**config.mk**
```make
export PLATFORM = sky130hd
export DESIGN_NAME = gpio_register_controller
export DESIGN_NICKNAME = d
export VERILOG_FILES = /design/src/gpioc_pkg.sv /design/src/gpioc_core.sv /design/src/gpio_register_controller.sv
export SDC_FILE = /design/constraint.sdc
export NUM_CORES = 1
export LEC_CHECK = 0
export BUFFER_PORTS_ARGS = -buffer_cell sky130_fd_sc_hd__buf_2
export CAP_MARGIN = 25
export CORE_ASPECT_RATIO = 1.75
export CORE_UTILIZATION = 57
export DETAILED_ROUTE_END_ITERATION = 8
export GPL_ROUTABILITY_DRIVEN = 1
export PLACE_DENSITY = 0.76
export SETUP_SLACK_MARGIN = 0.5
export SYNTH_ARGS = -nofsm -noshare
export SYNTH_HDL_FRONTEND = slang
export SYNTH_SLANG_ARGS = --single-unit
```
**constraint.sdc**
```tcl
create_clock -name clk -period 11.75 [get_ports clk]
set_input_delay 0.5875 -clock clk [delete_from_list [all_inputs] [get_ports clk]]
set_output_delay 0.5875 -clock clk [all_outputs]
set_load 0.005 [all_outputs]
```
**src/gpioc_pkg.sv**
```systemverilog
// Shared types and constants for the GPIO register controller.
// Holds the request and response transfer structs and the register word map.
// No dependencies.
`default_nettype none

package gpioc_pkg;

    // Field widths of one transfer.
    localparam int ADDR_W     = 6;
    localparam int WORD_W     = 32;
    localparam int OUT_PINS   = 54;
    localparam int VEC_W      = 64;

    // Function select layout: ten 3-bit fields packed into each word.
    localparam int FSEL_BITS     = 3;
    localparam int FSEL_PER_WORD = 10;
    localparam int FSEL_WORDS    = 6;
    localparam int FSEL_W        = FSEL_BITS * FSEL_PER_WORD;
    localparam int FSEL_IDX_W    = 3;

    // Access kinds.
    localparam logic REQ_READ  = 1'b0;
    localparam logic REQ_WRITE = 1'b1;

    // Function code that turns a pin into an output.
    localparam logic [FSEL_BITS-1:0] FSEL_OUTPUT = 3'd1;

    // Register word map.
    localparam logic [ADDR_W-1:0] ADDR_FSEL_FIRST = 6'd0;
    localparam logic [ADDR_W-1:0] ADDR_FSEL_LAST  = 6'd5;
    localparam logic [ADDR_W-1:0] ADDR_SET0       = 6'd7;
    localparam logic [ADDR_W-1:0] ADDR_SET1       = 6'd8;
    localparam logic [ADDR_W-1:0] ADDR_CLR0       = 6'd10;
    localparam logic [ADDR_W-1:0] ADDR_CLR1       = 6'd11;
    localparam logic [ADDR_W-1:0] ADDR_LEV0       = 6'd13;
    localparam logic [ADDR_W-1:0] ADDR_LEV1       = 6'd14;
    localparam logic [ADDR_W-1:0] ADDR_PULL_CTL   = 6'd37;
    localparam logic [ADDR_W-1:0] ADDR_PCLK0      = 6'd38;
    localparam logic [ADDR_W-1:0] ADDR_PCLK1      = 6'd39;

    // One bus access plus the sampled pin levels.
    typedef struct packed {
        logic                req_type;
        logic [ADDR_W-1:0]   word_addr;
        logic [WORD_W-1:0]   write_data;
        logic [OUT_PINS-1:0] pin_levels;
    } gpioc_req_t;

    // Read data and the pin control vectors after the access.
    typedef struct packed {
        logic [WORD_W-1:0]   read_data;
        logic [OUT_PINS-1:0] pin_drive;
        logic [OUT_PINS-1:0] pin_output_enable;
        logic [OUT_PINS-1:0] pull_up_enable;
        logic [OUT_PINS-1:0] pull_down_enable;
    } gpioc_rsp_t;

endpackage

`default_nettype wire

```
**src/gpioc_core.sv**
```systemverilog
// Register file and access decode of the GPIO register controller.
// Holds function select, output latch and pull state; depends on gpioc_pkg.
// The response is combinational from the request and the updated state.
`default_nettype none

module gpioc_core #(
    parameter int NUM_PINS = 54
) (
    input  wire                     clk,
    input  wire                     rst_n,
    input  wire                     en,
    input  wire gpioc_pkg::gpioc_req_t req,
    output gpioc_pkg::gpioc_rsp_t   rsp
);

    localparam logic [gpioc_pkg::VEC_W-1:0] PIN_MASK64 =
        {gpioc_pkg::VEC_W{1'b1}} >> (gpioc_pkg::VEC_W - NUM_PINS);

    logic [gpioc_pkg::FSEL_W-1:0] fsel_reg  [gpioc_pkg::FSEL_WORDS];
    logic [gpioc_pkg::FSEL_W-1:0] fsel_next [gpioc_pkg::FSEL_WORDS];
    logic [gpioc_pkg::FSEL_W-1:0] fsel_mask [gpioc_pkg::FSEL_WORDS];
    logic [NUM_PINS-1:0]          latch_reg, latch_next;
    logic [1:0]                   pull_ctl_reg, pull_ctl_next;
    logic [NUM_PINS-1:0]          pull_lo_reg, pull_lo_next;
    logic [NUM_PINS-1:0]          pull_hi_reg, pull_hi_next;

    logic                         is_write;
    logic                         bank_hi;
    logic [gpioc_pkg::VEC_W-1:0]  bank_vec64;
    logic [NUM_PINS-1:0]          bank_vec;
    logic [gpioc_pkg::VEC_W-1:0]  levels64;
    logic [gpioc_pkg::WORD_W-1:0] rd;
    logic [gpioc_pkg::FSEL_IDX_W-1:0] fidx;
    logic [gpioc_pkg::OUT_PINS-1:0] oe;
    logic [gpioc_pkg::VEC_W-1:0]  drive64, up64, down64;

    // Per-word mask of function fields that belong to existing pins.
    always_comb
    begin
        for (int w = 0; w < gpioc_pkg::FSEL_WORDS; w++)
        begin
            for (int k = 0; k < gpioc_pkg::FSEL_PER_WORD; k++)
            begin
                fsel_mask[w][k*gpioc_pkg::FSEL_BITS +: gpioc_pkg::FSEL_BITS] =
                    (w * gpioc_pkg::FSEL_PER_WORD + k < NUM_PINS) ? 3'b111 : 3'b000;
            end
        end
    end

    // Bank placement of the write data and the masked pin levels.
    assign is_write   = (req.req_type == gpioc_pkg::REQ_WRITE);
    assign bank_hi    = (req.word_addr == gpioc_pkg::ADDR_SET1)
                     || (req.word_addr == gpioc_pkg::ADDR_CLR1)
                     || (req.word_addr == gpioc_pkg::ADDR_LEV1)
                     || (req.word_addr == gpioc_pkg::ADDR_PCLK1);
    assign bank_vec64 = bank_hi ? {req.write_data, {gpioc_pkg::WORD_W{1'b0}}}
                                : {{gpioc_pkg::WORD_W{1'b0}}, req.write_data};
    assign bank_vec   = bank_vec64[NUM_PINS-1:0];
    assign levels64   = gpioc_pkg::VEC_W'(req.pin_levels) & PIN_MASK64;
    assign fidx       = req.word_addr[gpioc_pkg::FSEL_IDX_W-1:0];

    // Access decode and next state.
    always_comb
    begin
        fsel_next     = fsel_reg;
        latch_next    = latch_reg;
        pull_ctl_next = pull_ctl_reg;
        pull_lo_next  = pull_lo_reg;
        pull_hi_next  = pull_hi_reg;
        rd            = '0;
        unique case (req.word_addr) inside
            [gpioc_pkg::ADDR_FSEL_FIRST:gpioc_pkg::ADDR_FSEL_LAST]:
            begin
                if (is_write)
                begin
                    fsel_next[fidx] = req.write_data[gpioc_pkg::FSEL_W-1:0]
                                    & fsel_mask[fidx];
                end
                else
                begin
                    rd = gpioc_pkg::WORD_W'(fsel_reg[fidx]);
                end
            end
            gpioc_pkg::ADDR_SET0, gpioc_pkg::ADDR_SET1:
            begin
                if (is_write)
                begin
                    latch_next = latch_reg | bank_vec;
                end
            end
            gpioc_pkg::ADDR_CLR0, gpioc_pkg::ADDR_CLR1:
            begin
                if (is_write)
                begin
                    latch_next = latch_reg & ~bank_vec;
                end
            end
            gpioc_pkg::ADDR_LEV0, gpioc_pkg::ADDR_LEV1:
            begin
                rd = bank_hi ? levels64[gpioc_pkg::VEC_W-1:gpioc_pkg::WORD_W]
                             : levels64[gpioc_pkg::WORD_W-1:0];
            end
            gpioc_pkg::ADDR_PULL_CTL:
            begin
                if (is_write)
                begin
                    pull_ctl_next = req.write_data[1:0];
                end
                else
                begin
                    rd = gpioc_pkg::WORD_W'(pull_ctl_reg);
                end
            end
            gpioc_pkg::ADDR_PCLK0, gpioc_pkg::ADDR_PCLK1:
            begin
                if (is_write)
                begin
                    pull_lo_next = (pull_lo_reg & ~bank_vec)
                                 | (bank_vec & {NUM_PINS{pull_ctl_reg[0]}});
                    pull_hi_next = (pull_hi_reg & ~bank_vec)
                                 | (bank_vec & {NUM_PINS{pull_ctl_reg[1]}});
                end
            end
            default:
            begin
                rd = '0;
            end
        endcase
    end

    // State registers advance only when the access completes.
    always_ff @(posedge clk or negedge rst_n)
    begin
        if (!rst_n)
        begin
            for (int w = 0; w < gpioc_pkg::FSEL_WORDS; w++)
            begin
                fsel_reg[w] <= '0;
            end
            latch_reg    <= '0;
            pull_ctl_reg <= '0;
            pull_lo_reg  <= '0;
            pull_hi_reg  <= '0;
        end
        else if (en)
        begin
            fsel_reg     <= fsel_next;
            latch_reg    <= latch_next;
            pull_ctl_reg <= pull_ctl_next;
            pull_lo_reg  <= pull_lo_next;
            pull_hi_reg  <= pull_hi_next;
        end
    end

    // Output enable from the updated function fields.
    always_comb
    begin
        for (int p = 0; p < gpioc_pkg::OUT_PINS; p++)
        begin
            oe[p] = (fsel_next[gpioc_pkg::FSEL_IDX_W'(p / gpioc_pkg::FSEL_PER_WORD)]
                     [(p % gpioc_pkg::FSEL_PER_WORD) * gpioc_pkg::FSEL_BITS
                      +: gpioc_pkg::FSEL_BITS] == gpioc_pkg::FSEL_OUTPUT);
        end
    end

    // Response vectors, cut to the pin width of the bus.
    assign drive64 = gpioc_pkg::VEC_W'(latch_next);
    assign up64    = gpioc_pkg::VEC_W'(pull_hi_next & ~pull_lo_next);
    assign down64  = gpioc_pkg::VEC_W'(pull_lo_next & ~pull_hi_next);

    assign rsp.read_data         = is_write ? '0 : rd;
    assign rsp.pin_drive         = drive64[gpioc_pkg::OUT_PINS-1:0];
    assign rsp.pin_output_enable = oe;
    assign rsp.pull_up_enable    = up64[gpioc_pkg::OUT_PINS-1:0];
    assign rsp.pull_down_enable  = down64[gpioc_pkg::OUT_PINS-1:0];

endmodule

`default_nettype wire

```
**src/gpio_register_controller.sv**
```systemverilog
// Top level of the GPIO register controller: input and result registers.
// Depends on gpioc_pkg and gpioc_core.
//
//  Channel  Valid      Stall      Payload               Transfer
//  request  req_valid  req_stall  req (gpioc_req_t)     req_valid & !req_stall
//  response rsp_valid  rsp_stall  rsp (gpioc_rsp_t)     rsp_valid & !rsp_stall
//
// One access per cycle while the response is not stalled; an access is held
// first in the input register and then in the result register, and its
// response is valid once it reaches the result register.
// The register file updates as an access moves from the input register into
// the result register. Reset clears the register file and both valid flags.
// A stalled response holds the result register; the input register then
// holds one more access and req_stall rises only when both are full.
`default_nettype none

module gpio_register_controller #(
    parameter int NUM_PINS = 54
) (
    input  wire                     clk,
    input  wire                     rst_n,
    input  wire                     req_valid,
    output logic                    req_stall,
    input  wire gpioc_pkg::gpioc_req_t req,
    output logic                    rsp_valid,
    input  wire                     rsp_stall,
    output gpioc_pkg::gpioc_rsp_t   rsp
);

    logic                  in_valid_reg;
    gpioc_pkg::gpioc_req_t in_reg;
    logic                  out_valid_reg;
    gpioc_pkg::gpioc_rsp_t out_reg;
    gpioc_pkg::gpioc_rsp_t core_rsp;
    logic                  advance;
    logic                  fire;

    // Pipeline flow control.
    assign advance   = !out_valid_reg || !rsp_stall;
    assign fire      = in_valid_reg && advance;
    assign req_stall = in_valid_reg && !advance;

    // Input register.
    always_ff @(posedge clk or negedge rst_n)
    begin
        if (!rst_n)
        begin
            in_valid_reg <= 1'b0;
        end
        else if (!req_stall)
        begin
            in_valid_reg <= req_valid;
        end
    end

    always_ff @(posedge clk)
    begin
        if (req_valid && !req_stall)
        begin
            in_reg <= req;
        end
    end

    // Decode and register state.
    gpioc_core #(
        .NUM_PINS (NUM_PINS)
    ) u_core (
        .clk   (clk),
        .rst_n (rst_n),
        .en    (fire),
        .req   (in_reg),
        .rsp   (core_rsp)
    );

    // Result register.
    always_ff @(posedge clk or negedge rst_n)
    begin
        if (!rst_n)
        begin
            out_valid_reg <= 1'b0;
        end
        else if (advance)
        begin
            out_valid_reg <= in_valid_reg;
        end
    end

    always_ff @(posedge clk)
    begin
        if (fire)
        begin
            out_reg <= core_rsp;
        end
    end

    assign rsp_valid = out_valid_reg;
    assign rsp       = out_reg;

endmodule

`default_nettype wire
```
Yosys cells after proc, flatten, opt, wreduce, memory -nomap -nowiden
Memories as Yosys holds them, arrays and structs flattened.
Cells that the tools add are included.
{ "totals": {"rom_bits": 240, "mem_bits_rw": 0, "latchBits": 0, "ff_bits": 673, "elab_cells": 129, "n_memories": 1} }
{ "mem_list": {"columns": ["name", "depth", "width", "rd", "rd_ports_with_merged_regs", "wr", "line_no", "rtl"], "rows": [
  ["(no name shown)", 8, 30, 1, 0, 0, "gpioc_core.sv:77", "& fsel_mask[fidx];"]
]} }
{ "op_classes": {"shifts": 0, "n_bitwise": 15, "add_sub_neg": 0, "reduce_logical": 19, "magnitude_cmp": 4, "n_mul": 0, "n_mux": 20, "eq_ne": 49, "n_div": 0} }
{ "op_table": {"columns": ["op", "n"], "rows": [
  ["54-bit AND", 7],
  ["54-bit two-way mux", 7],
  ["180-bit two-way mux", 2],
  ["180-bit bitwise mux", 1],
  ["54-bit NOT", 3],
  ["54-bit OR", 3],
  ["30-bit two-way mux", 5],
  ["3-bit by 1-bit equality test with 1-bit output (second input constant)", 40],
  ["54-bit one-hot mux with 2 select lines", 1],
  ["32-bit one-hot mux with 3 select lines", 1],
  ["30-bit binary-select mux with 3-bit select", 1],
  ["30-bit demux with 3-bit select", 1],
  ["32-bit two-way mux", 1],
  ["30-bit AND", 1],
  ["6-bit by 4-bit equality test with 1-bit output (second input constant)", 5],
  ["6-bit equality test (second input constant)", 3],
  ["2-bit OR reduction", 4],
  ["6-bit by 3-bit equality test with 1-bit output (second input constant)", 1],
  ["6-bit by 1-bit >= comparator with 1-bit output (second input constant)", 1],
  ["6-bit by 3-bit <= comparator with 1-bit output (second input constant)", 1],
  ["3-bit AND reduction", 2],
  ["1-bit logical AND", 5],
  ["4-bit >= comparator (second input constant)", 1],
  ["1-bit zero test", 4],
  ["3 further kinds", 6]
]} }

Depth between registers and ports, before layout
{ "logic_depth": {"ltp_word": 12, "mapped_depth": 9, "depth_no_buf": 7} }

By module
From an unflattened synthesis, not the netlist that was laid out.
{ "hier_totals": {"cells_unflattened": 2350, "area_unflattened_um2": 30540.5} }
{ "modules_own_cells": {"columns": ["module", "seq_area_each_um2", "area_each_um2", "n_inst", "cells_each"], "rows": [
  ["gpioc_core", 8608.3, 20208.1, 1, 2001],
  ["gpio_register_controller", 10289.9, 10332.4, 1, 349]
]} }

Worst setup path before layout
OpenSTA, ideal clock, no wires.
{ "synth_path": {"kind": "input to register", "start": "in rsp_stall", "end": "reg u_core.latch_reg[43]", "t_arrival_ns": 8.152, "stages": 6, "path_slack_ns": 3.471, "required_time_ns": 11.623, "cell_sequence": "nand2_1 -> nand2_1 -> clkinv_1 -> clkbuf_1 -> nand3_1 -> a22o_1"} }
{ "synth_via": {"elab_chain_cells": 3} }
{ "synth_lines": {"columns": ["element", "line_no", "rtl"], "rows": [
  ["start, declared", "gpio_register_controller.sv:26", "input wire rsp_stall,"],
  ["1-bit zero test", "gpio_register_controller.sv:39", "assign advance = !out_valid_reg || !rsp_stall;"],
  ["1-bit logical OR", "gpio_register_controller.sv:39", null],
  ["1-bit logical AND", "gpio_register_controller.sv:40", "assign fire = in_valid_reg && advance;"],
  ["named net fire", "gpio_register_controller.sv:36", "logic fire;"],
  ["end signal, assigned", "gpioc_core.sv:148", "latch_reg <= latch_next;"],
  ["end, declared", "gpioc_core.sv:22", "logic [NUM_PINS-1:0] latch_reg, latch_next;"]
]} }
The timed path passes the listed nets, and every way through them passes these cells.
A chain may end at the register's enable or synchronous reset.

==> reports/results.tsv <==
stage	metric	value	unit
yosys	yosysUniqueCellTypes	53	
routing	vias_per_cell	5.97	
layout	fillCellCount	3726	
routing	drt-total-wl	73.3	mm
placed_design	dpl-instance-area	0.0312	mm^2
cts	cts_tree	yes	
yosys	synth_seq_cells	673	
worst_setup_path	crit_type	flop to flop	
global_routing	grt_busiest_layer	met2	
layout	layout.nets	2542	
cts	cts_hold_buffers	0	
floorplanning	die_area	0.0521	mm^2
pwr	irDropWorstVdd	0.147	mV
global_routing	grt_antenna_before_repair	6	
cts	clk_latency	600	ps
placed_design	portBuffers	332	
sta	report.final.slew_viol_count	0	
cts	numCtsBuffers	60	
layout	areaGrowthSynthToFinish	13.8	%
worst_setup_path	r2r-start	in_reg[87]$_DFFE_PP_	
sta	hold_violations	0	
global_routing	grt_pass1_wl	111	mm
routing	num_vias	18900	
sta	setup_viol	0	
hold_path	min_path_type	input pin to asynchronous set/reset pin	
cts	clockBufferDepth	3	
cts	cts-root-buf	clkbuf_16	
yosys	synth_edf_count	327	
cts	path_clk_slew	60	ps
worst_setup_path	ff2ff_path_depth	7	
cts	cts.sinks	673	
placed_design	dp_slack	7910	ps
global_routing	grt_pass1_vias	19000	
cts	cts_resized	0	
global_routing	met1_usage	33.6	%
sta	tightestPinTransition	1030	ps
cts	h-tree-depth	2	
sta	setup_ws	8220	ps
floorplanning	rows	109	
floorplanning	core-area	0.0506	mm^2
floorplanning	die_h	301	um
yosys	syn_area_per_cell	13.3	um^2
worst_setup_path	reg2reg_slack	8220	ps
routing	first_iter_violations	1238	
yosys	synth_warnings	0	
sta	slew_headroom	31.3	%
placed_design	dp_hpwl	48.8	mm
floorplanning	start_util	57.7	%
worst_setup_path	r2r_end	rsp[76]$_DFFE_PP_	
run	cap_violations	0	
sta	rsz0062_at_grt	no	
worst_setup_path	cp_max_fo	54	
layout	final_area	0.0332	mm^2
layout	multi_input_area	0.00993	mm^2
cts	post_cts_buffers	0	
yosys	synthArstFlopShare	51.4	%
global_routing	grt_max_degree	178	
placed_design	place_congestion	0.866	
global_routing	grt-ovfl-total	0	
sta	fin_crit	3530	ps
sta	tns	0	ps
routing	wl_per_cell	23.2	um
layout	area.sequential	0.0185	mm^2
global_routing	gr-usage-all-layers	28.0	%
sta	clock-skew-final	8.81	ps
sta	timing.fmax	283	MHz
layout	layout-drive-gt1-share	28.6	%
floorplanning	ioPinCount	347	
outcome	status	finished clean	
yosys	netlist_area	0.0292	mm^2
yosys	ys_seq_area_share	63.3	%
routing	first_pass_iters	6	
worst_setup_path	cp.required	12120	ps
global_routing	use_met3	5.13	%
worst_setup_path	arrival	3900	ps
pwr	power.leakage	14.0	nW
worst_setup_path	start_kind	flop	
worst_setup_path	critPathCaptureType	flop	
sta	fin_crit_sh	30.1	%
yosys	netlist_instances	2192	
layout	largest_reg_flops	234	
layout	final_util	65.6	%
yosys	dominantRegCellSynth	dfrtp_1	
routing	drcViolationCount	0	
sta	hold_ws	12.9	ps
global_routing	grtUsageMet2	49.6	%
routing	antenna_left	0	
floorplanning	chipWidth	173	um
pwr	p_per_area	152	mW/mm^2
power breakdown:
group          leakage [nW]  internal, W  switching (W)
Clock                 0.929      0.00105       0.000854
Sequential             8.00      0.00264       0.000107
Combinational          5.05     0.000154       0.000237
layout make-up:
class	instances	share of cell area [%]
timing repair buffer	366	6.06
tap	666	2.51
multi-input combinational	1333	29.9
clock buffer	88	5.27
inverter	11	0.147
antenna	1	0.00754
sequential	673	55.7
clock inverter	24	0.433
metrics by stage:
| step | cells | power, W |
|---|---|---|
| final | 3162 | 0.00504 |
| after global placement | 3043 | 0.00317 |
| after global routing | 3161 | 0.00521 |
| after detailed placement | 3045 | 0.00319 |
| after CTS | 3157 | 0.00508 |
| after floorplan | 2205 | 0.00299 |
layout by cell type, fill, tap and decap left out, types with 10 or more instances in the layout:
master	Yosys	routed
a22o_1	116	116
and2_1	20	19
buf_2	52	331
buf_4	21	27
clkbuf_1	104	17
clkbuf_16	0	63
clkinv_2	0	11
conb_1	1	14
dfrtp_1	346	344
edfxtp_1	327	327
inv_1	10	10
mux2_1	55	55
mux2_2	163	163
mux2i_1	140	140
mux4_2	30	30
nand2_1	200	199
nand2b_1	118	116
nand3_1	135	134
nor2_1	85	82
nor2_2	23	23
nor3_1	16	16
nor3_2	24	23
o21ai_0	114	114
how the worst max path moves through the flow:
stage                                      from                                to  slack [ps]  depth (start not counted)
final                      in_reg[87]$_DFFE_PP_                 rsp[76]$_DFFE_PP_        8220                          7
after CTS                 rsp_valid$_DFFE_PN0N_   u_core.fsel_reg[65]$_DFFE_PN0P_        8190                          7
after floorplan                       rsp_stall  u_core.latch_reg[43]$_DFFE_PN0P_        3470                          6
after detailed placement              rsp_stall   u_core.fsel_reg[64]$_DFFE_PN0P_        7910                          8
after global placement                rsp_stall   u_core.fsel_reg[65]$_DFFE_PN0P_        7970                          8
after global routing       in_reg[88]$_DFFE_PP_                              flop        8090                          6
synthesized netlist by cell type (16+ instances only):
| library cell | count | area share (%) |
|---|---|---|
| dfrtp_1 | 346 | 30 |
| nor2_1 | 85 | 1.1 |
| mux2_1 | 55 | 2.1 |
| nand3_1 | 135 | 2.3 |
| buf_2 | 52 | 0.89 |
| clkbuf_1 | 104 | 1.3 |
| buf_4 | 21 | 0.54 |
| nor2_2 | 23 | 0.49 |
| o21ai_0 | 114 | 2.0 |
| and2_1 | 20 | 0.43 |
| nand2_1 | 200 | 2.6 |
| a22o_1 | 116 | 3.5 |
| edfxtp_1 | 327 | 34 |
| nand2b_1 | 118 | 2.5 |
| nor3_1 | 16 | 0.27 |
| nor3_2 | 24 | 0.82 |
| mux2_2 | 163 | 6.3 |
| mux2i_1 | 140 | 4.8 |
| mux4_2 | 30 | 2.3 |
cell families after synthesis:
group / Yosys count / synth area share (%)
and+or+nand+nor: 657 / 11.5
AOI/OAI and AO/OA: 274 / 6.59
other: 1 / 0.0129
muxes: 388 / 15.5
buffers and inverters: 199 / 3.05
DFF: 673 / 63.3
layer usage:
layer  up-vias  share of wire [%]  routed length (um)
met5         -               0.11                  81
met4        12                4.1                3020
met3       157                6.9                5090
met2       708                 52               37900
met1      9574                 37               27200
li1       8434                  -                   -
worst max-delay path: stages, from the launching register on:
cell	delay (ps)
edfxtp_1	320
buf_4	510
nor4b_2	130
a22o_2	360
nor2_4	590
buf_4	640
and3_1	310
mux2i_1	400
No activity file was read; power rests on OpenSTA's default activity.
